File: config.mk
export PLATFORM = sky130hd
export DESIGN_NAME = gcp_div
export DESIGN_NICKNAME = d
export VERILOG_FILES = /design/src/rtl/core/gcp_pkg.sv /design/src/rtl/core/gcp_div.sv
export SDC_FILE = /design/constraint.sdc
export NUM_CORES = 1
export LEC_CHECK = 0
export BUFFER_PORTS_ARGS = -buffer_cell sky130_fd_sc_hd__buf_2
export CAP_MARGIN = 25
export CORE_AREA = 2 2 221 277
export DETAILED_ROUTE_END_ITERATION = 8
export DIE_AREA = 0 0 223 279
export GPL_TIMING_DRIVEN = 0
export HOLD_SLACK_MARGIN = 0.12
export PLACE_DENSITY = 0.71
export SETUP_SLACK_MARGIN = 0.2
export SLEW_MARGIN = 10
export SYNTH_ARGS = -nofsm -noshare
export SYNTH_HDL_FRONTEND = slang
export SYNTH_SLANG_ARGS = --single-unit
File: constraint.sdc
create_clock -name clk -period 4.85 [get_ports clk]
set_clock_uncertainty 0.1 [all_clocks]
set_input_delay 0.2425 -clock clk [delete_from_list [all_inputs] [get_ports clk]]
set_output_delay 0.2425 -clock clk [all_outputs]
set_load 0.01 [all_outputs]
File: src/rtl/core/gcp_pkg.sv
// ----------------------------------------------------------------------------
// gcp_pkg
// Types, constants and constant functions shared by the gamma correction core.
// ----------------------------------------------------------------------------
package gcp_pkg;

    // Width of a log2 value in unsigned Q16 (three integer bits).
    localparam int LOG_W = 19;
    // Width of the exponent value (three integer bits, sixteen fraction bits).
    localparam int EXP_W = 19;
    // Width of the Q30 mantissa of the power value.
    localparam int MANT_W = 31;

    // Configuration register indexes.
    localparam logic [1:0] REG_GAMMA      = 2'd0;
    localparam logic [1:0] REG_PREV_GAMMA = 2'd1;
    localparam logic [1:0] REG_DEPTH      = 2'd2;

    localparam logic [15:0] GAMMA_RESET = 16'd4096;

    typedef struct packed {
        logic [7:0] red_in;
        logic [7:0] green_in;
        logic [7:0] blue_in;
        logic [7:0] red_prior;
        logic [7:0] green_prior;
        logic [7:0] blue_prior;
    } pix_in_t;

    typedef struct packed {
        logic [7:0] red_out;
        logic [7:0] green_out;
        logic [7:0] blue_out;
    } pix_out_t;

    // Data that rides alongside the arithmetic pipeline, per channel.
    typedef struct packed {
        logic [2:0][7:0] x;
        logic [2:0][7:0] prior;
    } side_t;

    // Floor integer square root of a 64-bit value.
    function automatic logic [63:0] isqrt64(input logic [63:0] n_in);
        logic [63:0] n;
        logic [63:0] root;
        logic [63:0] bitv;
        int          i;
        n    = n_in;
        root = '0;
        bitv = 64'd1 << 62;
        for (i = 0; i < 32; i++)
        begin
            if (n >= root + bitv)
            begin
                n    = n - (root + bitv);
                root = (root >> 1) + bitv;
            end
            else
            begin
                root = root >> 1;
            end
            bitv = bitv >> 2;
        end
        return root;
    endfunction

    // Q30 value of 2^(-2^-k) for k in 1..16.
    function automatic logic [MANT_W-1:0] exp_coef(input int k);
        logic [63:0] c;
        int          j;
        c = isqrt64(64'd1 << 59);
        for (j = 1; j < 16; j++)
        begin
            if (j < k)
            begin
                c = isqrt64(c << 30);
            end
        end
        return c[MANT_W-1:0];
    endfunction

    // log2 of v in unsigned Q16; zero is taken as one.
    function automatic logic [LOG_W-1:0] log2_q16(input logic [7:0] v);
        logic [7:0]  vv;
        logic [2:0]  n;
        logic [33:0] m;
        logic [15:0] frac;
        int          i;
        vv   = (v == 8'd0) ? 8'd1 : v;
        n    = '0;
        frac = '0;
        for (i = 0; i < 8; i++)
        begin
            if (vv[i])
            begin
                n = 3'(i);
            end
        end
        m = 34'(vv) << (15 - n);
        for (i = 0; i < 16; i++)
        begin
            m    = (m * m) >> 15;
            frac = frac << 1;
            if (m >= 34'h10000)
            begin
                m       = m >> 1;
                frac[0] = 1'b1;
            end
        end
        return {n, frac};
    endfunction

endpackage

File: src/rtl/core/gcp_div.sv
// ----------------------------------------------------------------------------
// gcp_div
// Pipelined restoring divider: exponent = floor(d * 2^FB / g), one bit a stage.
// ----------------------------------------------------------------------------
module gcp_div #(
    parameter int GAMMA_FRAC_BITS = 12
) (
    input  logic                          clk,
    input  logic                          en,
    input  logic [gcp_pkg::LOG_W-1:0]     d,
    input  logic [15:0]                   g,
    output logic [gcp_pkg::EXP_W-1:0]     e,
    output logic                          ovf
);

    localparam int NS = gcp_pkg::EXP_W;
    localparam int NW = gcp_pkg::LOG_W + GAMMA_FRAC_BITS;

    logic [NW-1:0]  num;
    logic [15:0]    hi;

    logic [15:0]    rem_reg [NS];
    logic [NS-1:0]  lo_reg  [NS];
    logic [NS-1:0]  q_reg   [NS];
    logic           ovf_reg [NS];

    assign num = {d, {GAMMA_FRAC_BITS{1'b0}}};
    assign hi  = 16'(num[NW-1:NS]);

    for (genvar j = 0; j < NS; j++)
    begin : g_stage
        logic [15:0]   rem_prev;
        logic [NS-1:0] lo_prev;
        logic [NS-1:0] q_prev;
        logic          ovf_prev;
        logic [16:0]   trial;
        logic          ge;
        logic [15:0]   rem_next;

        if (j == 0)
        begin : g_first
            // The quotient cannot reach 2^19 unless the top part already
            // meets the divisor, so that compare flags overflow.
            assign rem_prev = hi;
            assign lo_prev  = num[NS-1:0];
            assign q_prev   = '0;
            assign ovf_prev = ({1'b0, hi} >= {1'b0, g});
        end
        else
        begin : g_rest
            assign rem_prev = rem_reg[j-1];
            assign lo_prev  = lo_reg[j-1];
            assign q_prev   = q_reg[j-1];
            assign ovf_prev = ovf_reg[j-1];
        end

        assign trial    = {rem_prev, lo_prev[NS-1]};
        assign ge       = (trial >= {1'b0, g});
        assign rem_next = ge ? 16'(trial - {1'b0, g}) : trial[15:0];

        always_ff @(posedge clk)
        begin
            if (en)
            begin
                rem_reg[j] <= rem_next;
                lo_reg[j]  <= {lo_prev[NS-2:0], 1'b0};
                q_reg[j]   <= {q_prev[NS-2:0], ge};
                ovf_reg[j] <= ovf_prev;
            end
        end
    end

    assign e   = q_reg[NS-1];
    assign ovf = ovf_reg[NS-1];

endmodule

After elaboration in Yosys (flattened, before gate mapping)

Memory sizes are Yosys's and may differ from the RTL's.
Index checks and enable logic that the tools add are counted.

RAM bits: 1026
Output and inout bits: 20
Memories kept: 4
Register bits: 0
Logic and storage cells: 64

$add $sub $neg: 19
Multiplexer cells: 21
Magnitude comparators: 20

Memory list:

| memory  | words | bits a word | read ports | clocked after memory_dff | write ports | line          | RTL |
|---|---|---|---|---|---|---|---|
| q_reg   | 19    | 19          | 19         | 0                        | 19          | gcp_div.sv:24 | `logic [NS-1:0] q_reg [NS];` |
| lo_reg  | 19    | 18          | 18         | 0                        | 19          | gcp_div.sv:23 | `logic [NS-1:0] lo_reg [NS];` |
| rem_reg | 19    | 16          | 18         | 0                        | 19          | gcp_div.sv:22 | `logic [15:0] rem_reg [NS];` |
| ovf_reg | 19    | 1           | 19         | 0                        | 19          | gcp_div.sv:25 | `logic ovf_reg [NS];` |

Operators by type and width:

| operator                                                       | count |
|---|---|
| 17-bit by 16-bit greater-or-equal comparator with 1-bit output | 18 |
| 16-bit two-way mux                                             | 19 |
| 16-bit subtractor                                              | 18 |
| 12-bit by 16-bit greater-or-equal comparator with 1-bit output | 1 |
| 13-bit by 16-bit greater-or-equal comparator with 1-bit output | 1 |
| 13-bit by 16-bit subtractor with 16-bit output                 | 1 |
| 1-bit two-way mux                                              | 2 |

Longest topological paths before layout

Gate-level depths: netlist of run 1.
An unclocked memory read counts as a cell.

Word-level depth: 3
Depth in mapped cells: 12
Gate-level depth less buffers: 11

Worst setup path before layout of run 1

OpenSTA, ideal clock, no wires.

Path kind: input port to flip-flop
Start: input g[1]
End: memory rem_reg[2][10] (data pin)
Data required time: 4.490 ns
Buffers on the path: 1
Arrival time: 2.971 ns
Path slack: 1.520 ns
Stages: 11
Cell sequence: inv_1 -> ha_1 -> nor2b_1 -> o31a_1 -> o211ai_1 -> a21oi_1 -> a211oi_2 -> a21oi_1 -> nor4_4 -> buf_4 -> mux2_2

RTL lines:

| item               | line          | RTL |
|---|---|---|
| start: declaration | gcp_div.sv:11 | `input logic [15:0] g,` |
| end: declaration   | gcp_div.sv:22 |  |

==> results of run 1 <==
worst min-delay path by stage:
stage                               end  slack, ns  cells past startpoint     startpoint
after floorplan           lo_reg[0][12]       0.24                      0           d[0]
after global placement      q_reg[7][6]       0.30                      0    q_reg[6][5]
after detailed placement  lo_reg[1][13]       0.30                      0  lo_reg[0][12]
after CTS                 lo_reg[0][14]       0.19                      2           d[2]
after global routing      lo_reg[0][14]       0.22                      2           d[2]
final                     lo_reg[0][12]       0.23                      2           d[0]
through the flow:
step	instance area, µm²	power [mW]
after floorplan	32400	16.6
after global placement	33600	19.2
after detailed placement	34000	19.6
after CTS	36200	24.2
after global routing	36200	25.8
final	36200	24.2
worst max-delay path: cells and delay by family:
family	cells	cell delay (ns)
AO/OA/AOI/OAI	5	1.10
multiplexers	1	0.38
adder cells (fa/ha/maj)	1	0.31
AND/OR/NAND/NOR	2	0.73
buffers and inverters	5	1.62
layer usage:
| layer | vias to the layer above | GRT usage | part of all wire |
|---|---|---|---|
| met4 | 0 | 0.147 | 0.066 |
| met1 | 10900 | 0.270 | 0.38 |
| li1 | 10900 | - | - |
| met3 | 261 | 0.0308 | 0.039 |
| met2 | 578 | 0.456 | 0.52 |
| met5 | - | 0 | 0 |
layout make-up:
class                           instances  area [µm²]
Antenna cell                            1        2.50
Buffer                                 33         174
Clock buffer                           57        1380
Clock inverter                         45         544
Fill cell                            4785       23200
Inverter                              103         387
Multi-Input combinational cell       2111       16300
Sequential cell                       518       15600
Tap cell                              765         957
Timing Repair Buffer                   98         931
what timing repair did:
| item | CTS | global route |
|---|---|---|
| setup endpoints to repair | 1 | 0 |
| resized for setup | 1 | 0 |
| hold buffers | 24 | 0 |
| endpoints found under the hold margin | 86 | 0 |
cell usage in the layout (no fill, tap or decap), drive strengths merged, types with 24 or more instances in the layout:
| master | Yosys | final |
|---|---|---|
| nor2 | 198 | 198 |
| nand2 | 145 | 145 |
| nand3 | 39 | 39 |
| a211oi | 36 | 36 |
| xor2 | 59 | 59 |
| o21ai | 157 | 157 |
| clkbuf | 14 | 71 |
| edfxtp | 518 | 518 |
| nor2b | 62 | 62 |
| ha | 312 | 312 |
| dlygate4sd3 | 0 | 24 |
| nand2b | 28 | 28 |
| o21a | 57 | 57 |
| mux2i | 31 | 31 |
| nand4 | 39 | 39 |
| xnor2 | 121 | 121 |
| mux2 | 188 | 188 |
| a21oi | 178 | 178 |
| a21o | 74 | 74 |
| inv | 103 | 108 |
| nor3 | 60 | 60 |
| buf | 19 | 93 |
| or3 | 33 | 33 |
power breakdown:
part / total [mW] / leakage (nW) / internal, mW / switching [mW]
registers: 7.89 / 5.06 / 7.08 / 0.809
clock network: 4.48 / 0.926 / 2.63 / 1.85
logic: 11.8 / 8.21 / 5.49 / 6.30
total: 24.2 / 14.2 / 15.2 / 8.96
logic make-up (layout without fill, tap and decap cells):
group,count (synthesis),in the layout,synth area share
AOI/OAI and AO/OA,690,690,0.139
xor gates and xnor gates,180,180,0.0487
adders and majority gates,330,330,0.132
buffers and inverters,136,336,0.0173
DFF,518,518,0.480
muxes,219,219,0.0758
other,0,1,0
and+or+nand+nor,692,692,0.107
==> run_results.csv, run 1 <==
group,metric,value,unit
final_layout,drive_above_1_share,0.147,
logic_synthesis,synthTopCellsByCount,"518 x edfxtp_1, 312 x ha_1, 198 x nor2_1",
setup_path,critPathSlowestCell,"nor4_4",
drt,routed_wire_length_per_instance,20.6,µm
logic_synthesis,async_flop_share,0,
drt,drt-total-wl,76.8,mm
die,start_util,0.545,
logic_synthesis,syn-cell-area,32400,µm²
sta,setup_tns,0,ns
placement,post-place-cells,3602,
power_and_ir_drop,p_leak,14.2,nW
drt,vias_per_cell,6.08,
placement,place_congestion,0.845,
logic_synthesis,yosysTopAreaCell,"edfxtp_1",
setup_path,endpoint_kind,"register",
hold_path,min_path_type,"in2reg",
setup_path,rrSetupSlack,1.21,ns
logic_synthesis,synth-edff-count,518,
sta,fmax,240,MHz
global_route,grt_pass1_vias,22800,
final_layout,largest_reg_flops,288,
setup_path,regToRegStartpoint,"rem_reg[10][5]",
logic_synthesis,synth-seq-area-share,0.480,
setup_path,critPathLaunch,"g[1]",
clocking,cts_tree,"done",
logic_synthesis,synth.distinct_cells,86,
sta,period_minus_slack,4.17,ns
sta,setup_ws,0.678,ns
placement,place_ws,-0.465,ns
logic_synthesis,synth_top_area_share,0.480,
final_layout,nNetsFinal,3286,
logic_synthesis,yosysMostFrequentCell,"edfxtp_1",
die,die-area,62200,µm²
power_and_ir_drop,ir_drop,0.322,mV
setup_path,r2r-end,"rem_reg[11][13]",
sta,rsz0062_at_grt,"false",
setup_path,crit_fanout,12,
die,die_h,279,µm
final_layout,fin_util,0.609,
clocking,post-cts-setup-buffer-count,0,
placement,dp_hpwl,53.9,mm
global_route,grt_antenna_before_repair,0,
sta,setup_viol,0,
final_layout,syn_to_final_growth,11.8,%
global_route,grt_pass1_wl,120,mm
setup_path,cp.required,5.11,ns
sta,hold_viol_final,0,
sta,slew_violations,0,
sta,timing.hold.ws,0.234,ns
drt,first_iter_violations,1519,
die,fp.coreArea,59400,µm²
die,io_pins,57,
logic_synthesis,synthTopCellsByArea,"edfxtp_1 48%, ha_1 12%, mux2_2 6.2%",
global_route,grt_usage,0.247,
clocking,cts_buffers,54,
sta,worst_slew_pin_slew,0.981,ns
setup_path,start_kind,"input port",
setup_path,crit_chain,"buf_2, buf_16, inv_1, buf_16, ha_1, nor2b_1, o31a_1, o211ai_1, a21oi_1, a211oi_2, a21oi_1, nor4_4, buf_4, mux2_2",
logic_synthesis,yosysWarningCount,0,
run_status,status,"finished clean",
sta,maxSlewHeadroom,0.345,
drt,drtAntennaViolNets,0,
setup_path,cp_data_arrival_time,4.44,ns
drt,drtPass1Iterations,7,
clocking,clock_latency,0.62,ns
logic_synthesis,synth_fp_nets,3132,
power_and_ir_drop,powerDensity,667,nW/µm²
die,placementRows,100,
setup_path,worstRegToRegCells,10,
placement,port_buffers,56,
drt,vias,22700,
logic_synthesis,synth_flop_cell,"edfxtp_1",
job,cap_violations,0,
sta,fin_crit_sh,0.860,
die,chipWidth,223,µm
logic_synthesis,synth_cells,2765,
global_route,overflow,0,
logic_synthesis,ys_ff_latch,518,
logic_synthesis,syn_avg_cell_area,11.7,µm²
clocking,cts.sinks,518,
setup_path,crit_type,"in2reg",
setup_path,crit_path_end,"rem_reg[2][11]",
setup_path,max_stage_delay,0.58,ns
clocking,cts_max_path_buffers,3,
global_route,grt_max_degree,122,
drt,drc_errors,0,
clocking,path_clk_slew,0.06,ns
clocking,htreeDepth,2,
clocking,cts-root-buf,"clkbuf_16",
final_layout,fin_cells,3731,
No activity file was read; power rests on OpenSTA's default activity.
==> run 2, diff against run 1 <==
Settings changed: CORE_AREA 2 2 221 277 to 2 2 246 248, DIE_AREA 0 0 223 279 to 0 0 248 250, PLACE_DENSITY 0.71 to 0.72.
Clock period 4.85 ns to 5.13 ns, I/O delays scaled along.
==> run 2 against run 1 <==
Net effect:
- worst hold slack worse by 0.073 ns
- worst setup slack better by 0.065 ns
- global-route usage is 1.0 points lower
- count of clock-buffer cells in the layout is 7 higher
- register-to-register slack better by 0.19 ns
- largest power group unchanged
- critical path type unchanged
- utilization is 0.18 points lower
- first-iteration DRC count is 12% higher
- via count is 0.27% lower
- clock power hardly changed
- sequential power is 6.5% lower
==> run_results.csv, run 2 (synthesis results as in run 1) <==
group,metric,value,unit
run_status,status,"finished clean",
setup_path,rrSetupSlack,1.40,ns
job,cap_violations,0,
clocking,clock_latency,0.61,ns
drt,vias,22600,
die,placementRows,90,
final_layout,syn_to_final_growth,11.7,%
setup_path,cp.required,5.38,ns
final_layout,largest_reg_flops,288,
setup_path,r2r-end,"rem_reg[10][10]",
setup_path,crit_path_end,"rem_reg[10][10]",
hold_path,min_path_type,"in2reg",
clocking,cts_buffers,56,
drt,drtPass1Iterations,8,
sta,rsz0062_at_grt,"false",
drt,first_iter_violations,1702,
drt,drtAntennaViolNets,0,
sta,timing.hold.ws,0.161,ns
drt,routed_wire_length_per_instance,19.5,µm
global_route,overflow,0,
setup_path,endpoint_kind,"register",
sta,hold_viol_final,0,
global_route,grt_usage,0.237,
final_layout,final_cell_mix,"518 x edfxtp_1, 312 x ha_1, 198 x nor2_1, 179 x mux2_2, 177 x a21oi_1",
setup_path,worstRegToRegCells,11,
final_layout,drive_above_1_share,0.143,
placement,dp_hpwl,51.0,mm
die,fp.coreArea,59600,µm²
setup_path,start_kind,"input port",
sta,maxSlewHeadroom,0.356,
die,die_h,250,µm
drt,vias_per_cell,6.05,
placement,place_congestion,0.918,
final_layout,finalInstanceArea,36200,µm²
drt,drt-total-wl,73.0,mm
power_and_ir_drop,powerDensity,633,nW/µm²
placement,place_area,33900,µm²
clocking,htreeDepth,2,
setup_path,crit_type,"in2reg",
setup_path,regToRegStartpoint,"rem_reg[9][0]",
die,die-area,62000,µm²
final_layout,multi_input_area,16300,µm²
final_layout,mostFrequentLayoutCell,"edfxtp_1",
power_and_ir_drop,ir_drop,0.251,mV
clocking,cts_max_path_buffers,3,
setup_path,cp_data_arrival_time,4.64,ns
clocking,cts.sinks,518,
final_layout,nNetsFinal,3280,
sta,period_minus_slack,4.39,ns
clocking,cts-root-buf,"clkbuf_16",
sta,setup_viol,0,
final_layout,fill_cells,4722,
global_route,grt_antenna_before_repair,0,
placement,port_buffers,56,
final_layout,fin_cells,3742,
global_route,grt_max_degree,106,
setup_path,critPathLaunch,"g[1]",
sta,setup_tns,0,ns
sta,fmax,228,MHz
die,start_util,0.544,
power_and_ir_drop,power,22.9,mW
final_layout,diodes,0,
sta,fin_crit_sh,0.855,
die,io_pins,57,
clocking,hold_buffers,23,
drt,drc_errors,0,
global_route,grt_pass1_vias,22400,
clocking,post-cts-setup-buffer-count,0,
clocking,path_clk_slew,0.06,ns
sta,worst_slew_pin_slew,0.966,ns
clocking,cts_resized,0,
final_layout,seqCellArea,15600,µm²
setup_path,crit_fanout,19,
clocking,cts_tree,"done",
global_route,grt_pass1_wl,117,mm
placement,post-place-cells,3612,
sta,slew_violations,0,
power_and_ir_drop,p_leak,14.2,nW
die,chipWidth,248,µm
[run 2: cell count changes in the layout (fill, tap and decap cells not counted), sizes merged]
cell / previous run / this run
buf: 93 / 86
clkbuf: 71 / 78
diode: 1 / 0
inv: 108 / 107
clkinvlp: 7 / 5
clkinv: 23 / 18
dlygate4sd3: 24 / 23
bufinv: 10 / 14
[run 2: worst max-delay path: stages]
cell	delay (ns)
buf_2	0.62
inv_1	0.47
buf_16	0.29
ha_1	0.32
nor2b_1	0.14
o21ai_0	0.29
a21boi_1	0.18
o31ai_1	0.45
a211oi_1	0.19
o22ai_1	0.27
a21o_1	0.16
buf_2	0.23
buf_2	0.35
mux2_2	0.39
[run 2: worst min path at each step]
stage                   from       endpoint  slack [ns]  cells after the start
6_report               g[15]     ovf_reg[0]        0.16                      4
5_1_grt                g[15]     ovf_reg[0]        0.19                      4
4_1_cts                g[15]     ovf_reg[0]        0.14                      4
3_5_place_dp     q_reg[9][4]   q_reg[10][5]        0.30                      0
3_3_place_gp   q_reg[16][11]  q_reg[17][12]        0.30                      0
2_1_floorplan           d[0]  lo_reg[0][12]        0.26                      0
[run 2: through the flow]
stage | utilization | setup slack, ns
after floorplan | - | 1.79
after global placement | 0.565 | -4.01
after detailed placement | 0.569 | 0.0665
after CTS | 0.607 | 0.692
after global routing | 0.607 | 0.460
final | 0.607 | 0.743
[run 2: power by group]
group	switching [mW]	total, mW	internal, mW
clock network	1.71	4.45	2.74
logic	5.89	11.1	5.18
registers	0.693	7.38	6.69
[run 2: final cells by class]
| type | count | share of cell area |
|---|---|---|
| clock inverter | 41 | 0.0162 |
| tap | 782 | 0.0270 |
| inverter | 103 | 0.0107 |
| sequential | 518 | 0.430 |
| clock buffer | 64 | 0.0402 |
| multi-input combinational | 2111 | 0.450 |
| timing repair buffer | 90 | 0.0216 |
| buffer | 33 | 0.00481 |
[run 2: layer usage]
layer,up-vias,global-route usage,share of wire
li1,10900,-,-
met1,11000,0.329,0.46
met2,574,0.383,0.46
met3,139,0.0348,0.047
met4,0,0.0700,0.026
met5,-,0,0
==> run 3, diff against run 2 <==
Settings changed: CTS_BUF_LIST from default to sky130_fd_sc_hd__clkbuf_16.
==> run 3 against run 2 <==
Net effect:
- sequential power is essentially flat
- first-iteration DRC count increased by 1.7%
- combinational power about the same
==> run_results.csv, run 3 (synthesis results as in run 1) <==
group,metric,value,unit
run_status,status,"finished clean",
placement,port_buffers,56,
placement,place_congestion,0.918,
setup_path,worstRegToRegCells,11,
job,cap_violations,0,
sta,fmax,228,MHz
drt,first_iter_violations,1731,
clocking,cts-root-buf,"clkbuf_16",
hold_path,holdPathStages,4,
final_layout,final_cell_mix,"518 x edfxtp_1, 312 x ha_1, 198 x nor2_1, 179 x mux2_2, 177 x a21oi_1",
die,die_h,250,µm
sta,period_minus_slack,4.38,ns
clocking,cts_tree,"done",
hold_path,hold_path_startpoint,"g[15]",
placement,dp_hpwl,51.0,mm
sta,fin_crit_sh,0.853,
power_and_ir_drop,power,22.9,mW
setup_path,endpoint_kind,"register",
placement,post-place-cells,3612,
clocking,htreeDepth,2,
global_route,grt_pass1_wl,117,mm
setup_path,cp.required,5.38,ns
global_route,grt_max_degree,106,
die,chipWidth,248,µm
setup_path,cp_data_arrival_time,4.63,ns
global_route,grt_antenna_before_repair,0,
clocking,path_clk_slew,0.06,ns
drt,vias,22600,
clocking,cts_buffers,56,
final_layout,fin_util,0.607,
drt,vias_per_cell,6.05,
drt,drt-total-wl,73.0,mm
setup_path,crit_fanout,19,
power_and_ir_drop,p_leak,14.2,nW
setup_path,crit_type,"in2reg",
power_and_ir_drop,powerDensity,633,nW/µm²
global_route,grt_pass1_vias,22300,
setup_path,critPathSlowestCell,"buf_2",
global_route,busiest_layer,"met2",
sta,maxSlewHeadroom,0.330,
drt,routed_wire_length_per_instance,19.5,µm
final_layout,nNetsFinal,3280,
final_layout,fill_cells,4722,
die,fp.coreArea,59600,µm²
die,placementRows,90,
final_layout,largest_reg_flops,288,
final_layout,fin_cells,3742,
setup_path,regToRegStartpoint,"rem_reg[9][0]",
die,start_util,0.544,
die,io_pins,57,
sta,hold_viol_final,0,
drt,drtPass1Iterations,7,
global_route,grt_usage,0.237,
clocking,clock_latency,0.61,ns
sta,slew_violations,0,
final_layout,diodes,0,
final_layout,finalInstanceArea,36200,µm²
setup_path,r2r-end,"rem_reg[10][10]",
clocking,post-cts-setup-buffer-count,0,
clocking,cts.sinks,518,
final_layout,syn_to_final_growth,11.7,%
placement,place_area,33900,µm²
global_route,globalRouteMet3Util,0.0341,
setup_path,start_kind,"input port",
drt,drtAntennaViolNets,0,
hold_path,min_path_type,"in2reg",
final_layout,mostFrequentLayoutCell,"edfxtp_1",
sta,setup_tns,0,ns
setup_path,cpMostUsedCell,"buf_2",
setup_path,max_stage_delay,0.62,ns
global_route,grt_use_met2,0.383,
clocking,cts_max_path_buffers,3,
setup_path,crit_chain,"buf_2, inv_1, buf_16, ha_1, nor2b_1, o21ai_0, a21boi_1, o31ai_1, a211oi_1, o22ai_1, a21o_1, buf_2, buf_2, mux2_2",
die,die-area,62000,µm²
setup_path,rrSetupSlack,1.40,ns
global_route,overflow,0,
global_route,global_route.usage.met1,0.330,
sta,rsz0062_at_grt,"false",
power_and_ir_drop,ir_drop,0.251,mV
hold_path,hold_end,"ovf_reg[0]",
sta,worst_slew_pin_slew,1.00,ns
sta,setup_viol,0,
final_layout,drive_above_1_share,0.143,
drt,drc_errors,0,
[run 3: changes by cell type in the layout (fill, tap and decap cells not counted), sizes merged]
cell | previous run | this run
inv | 107 | 114
clkbuf | 78 | 71
[run 3: final cells by class]
cell class              count  area [µm²]  share of cell area
clock buffers              57        1430              0.0394
clock inverters            48         611              0.0169
well taps                 782         978              0.0270
inverters                 103         387              0.0107
flip-flops and latches    518       15600               0.430
multi-input cells        2111       16300               0.450
plain buffers              33         174             0.00481
repair buffers             90         783              0.0216
[run 3: stage by stage]
step,hold slack (ns),setup slack (ns)
CTS,0.141,0.692
floorplan,0.255,1.79
finish,0.161,0.754
global placement,0.300,-4.01
detailed placement,0.305,0.0665
global route,0.189,0.460
[run 3: per-layer routing]
layer | wire length, µm | vias to the layer above | share of wire
li1 | - | 10900 | -
met1 | 33500 | 11000 | 0.46
met2 | 33900 | 558 | 0.46
met3 | 3600 | 130 | 0.049
met4 | 1940 | 0 | 0.027
met5 | 0 | - | 0
[run 3: worst max-delay path: cells and delay by family]
kind	cells	cell delay (ns)
simple gates	1	0.14
fa+ha+maj	1	0.32
mux	1	0.39
buf+inv	5	1.95
compound gates	6	1.56
[run 3: report_power, final]
group / total, mW / internal (mW) / switching [mW] / leakage [nW]
sequential: 7.39 / 6.69 / 0.695 / 5.06
combinational: 11.1 / 5.18 / 5.89 / 8.14
clock: 4.44 / 2.73 / 1.71 / 1.01
[run 3: how the worst max path moves through the flow]
stage / slack, ns / start / endpoint
after floorplan: 1.79 / g[1] / rem_reg[2][10]
after global placement: -4.01 / en / q_reg[18][18]
after detailed placement: 0.07 / g[1] / rem_reg[5][9]
after CTS: 0.69 / g[1] / rem_reg[5][9]
after global routing: 0.46 / g[1] / rem_reg[10][8]
final: 0.75 / g[1] / rem_reg[10][10]
[run 3: timing repair]
action	4_1_cts	5_1_grt
hold endpoints to repair	89	0
hold buffers	23	0
resized for setup	0	0
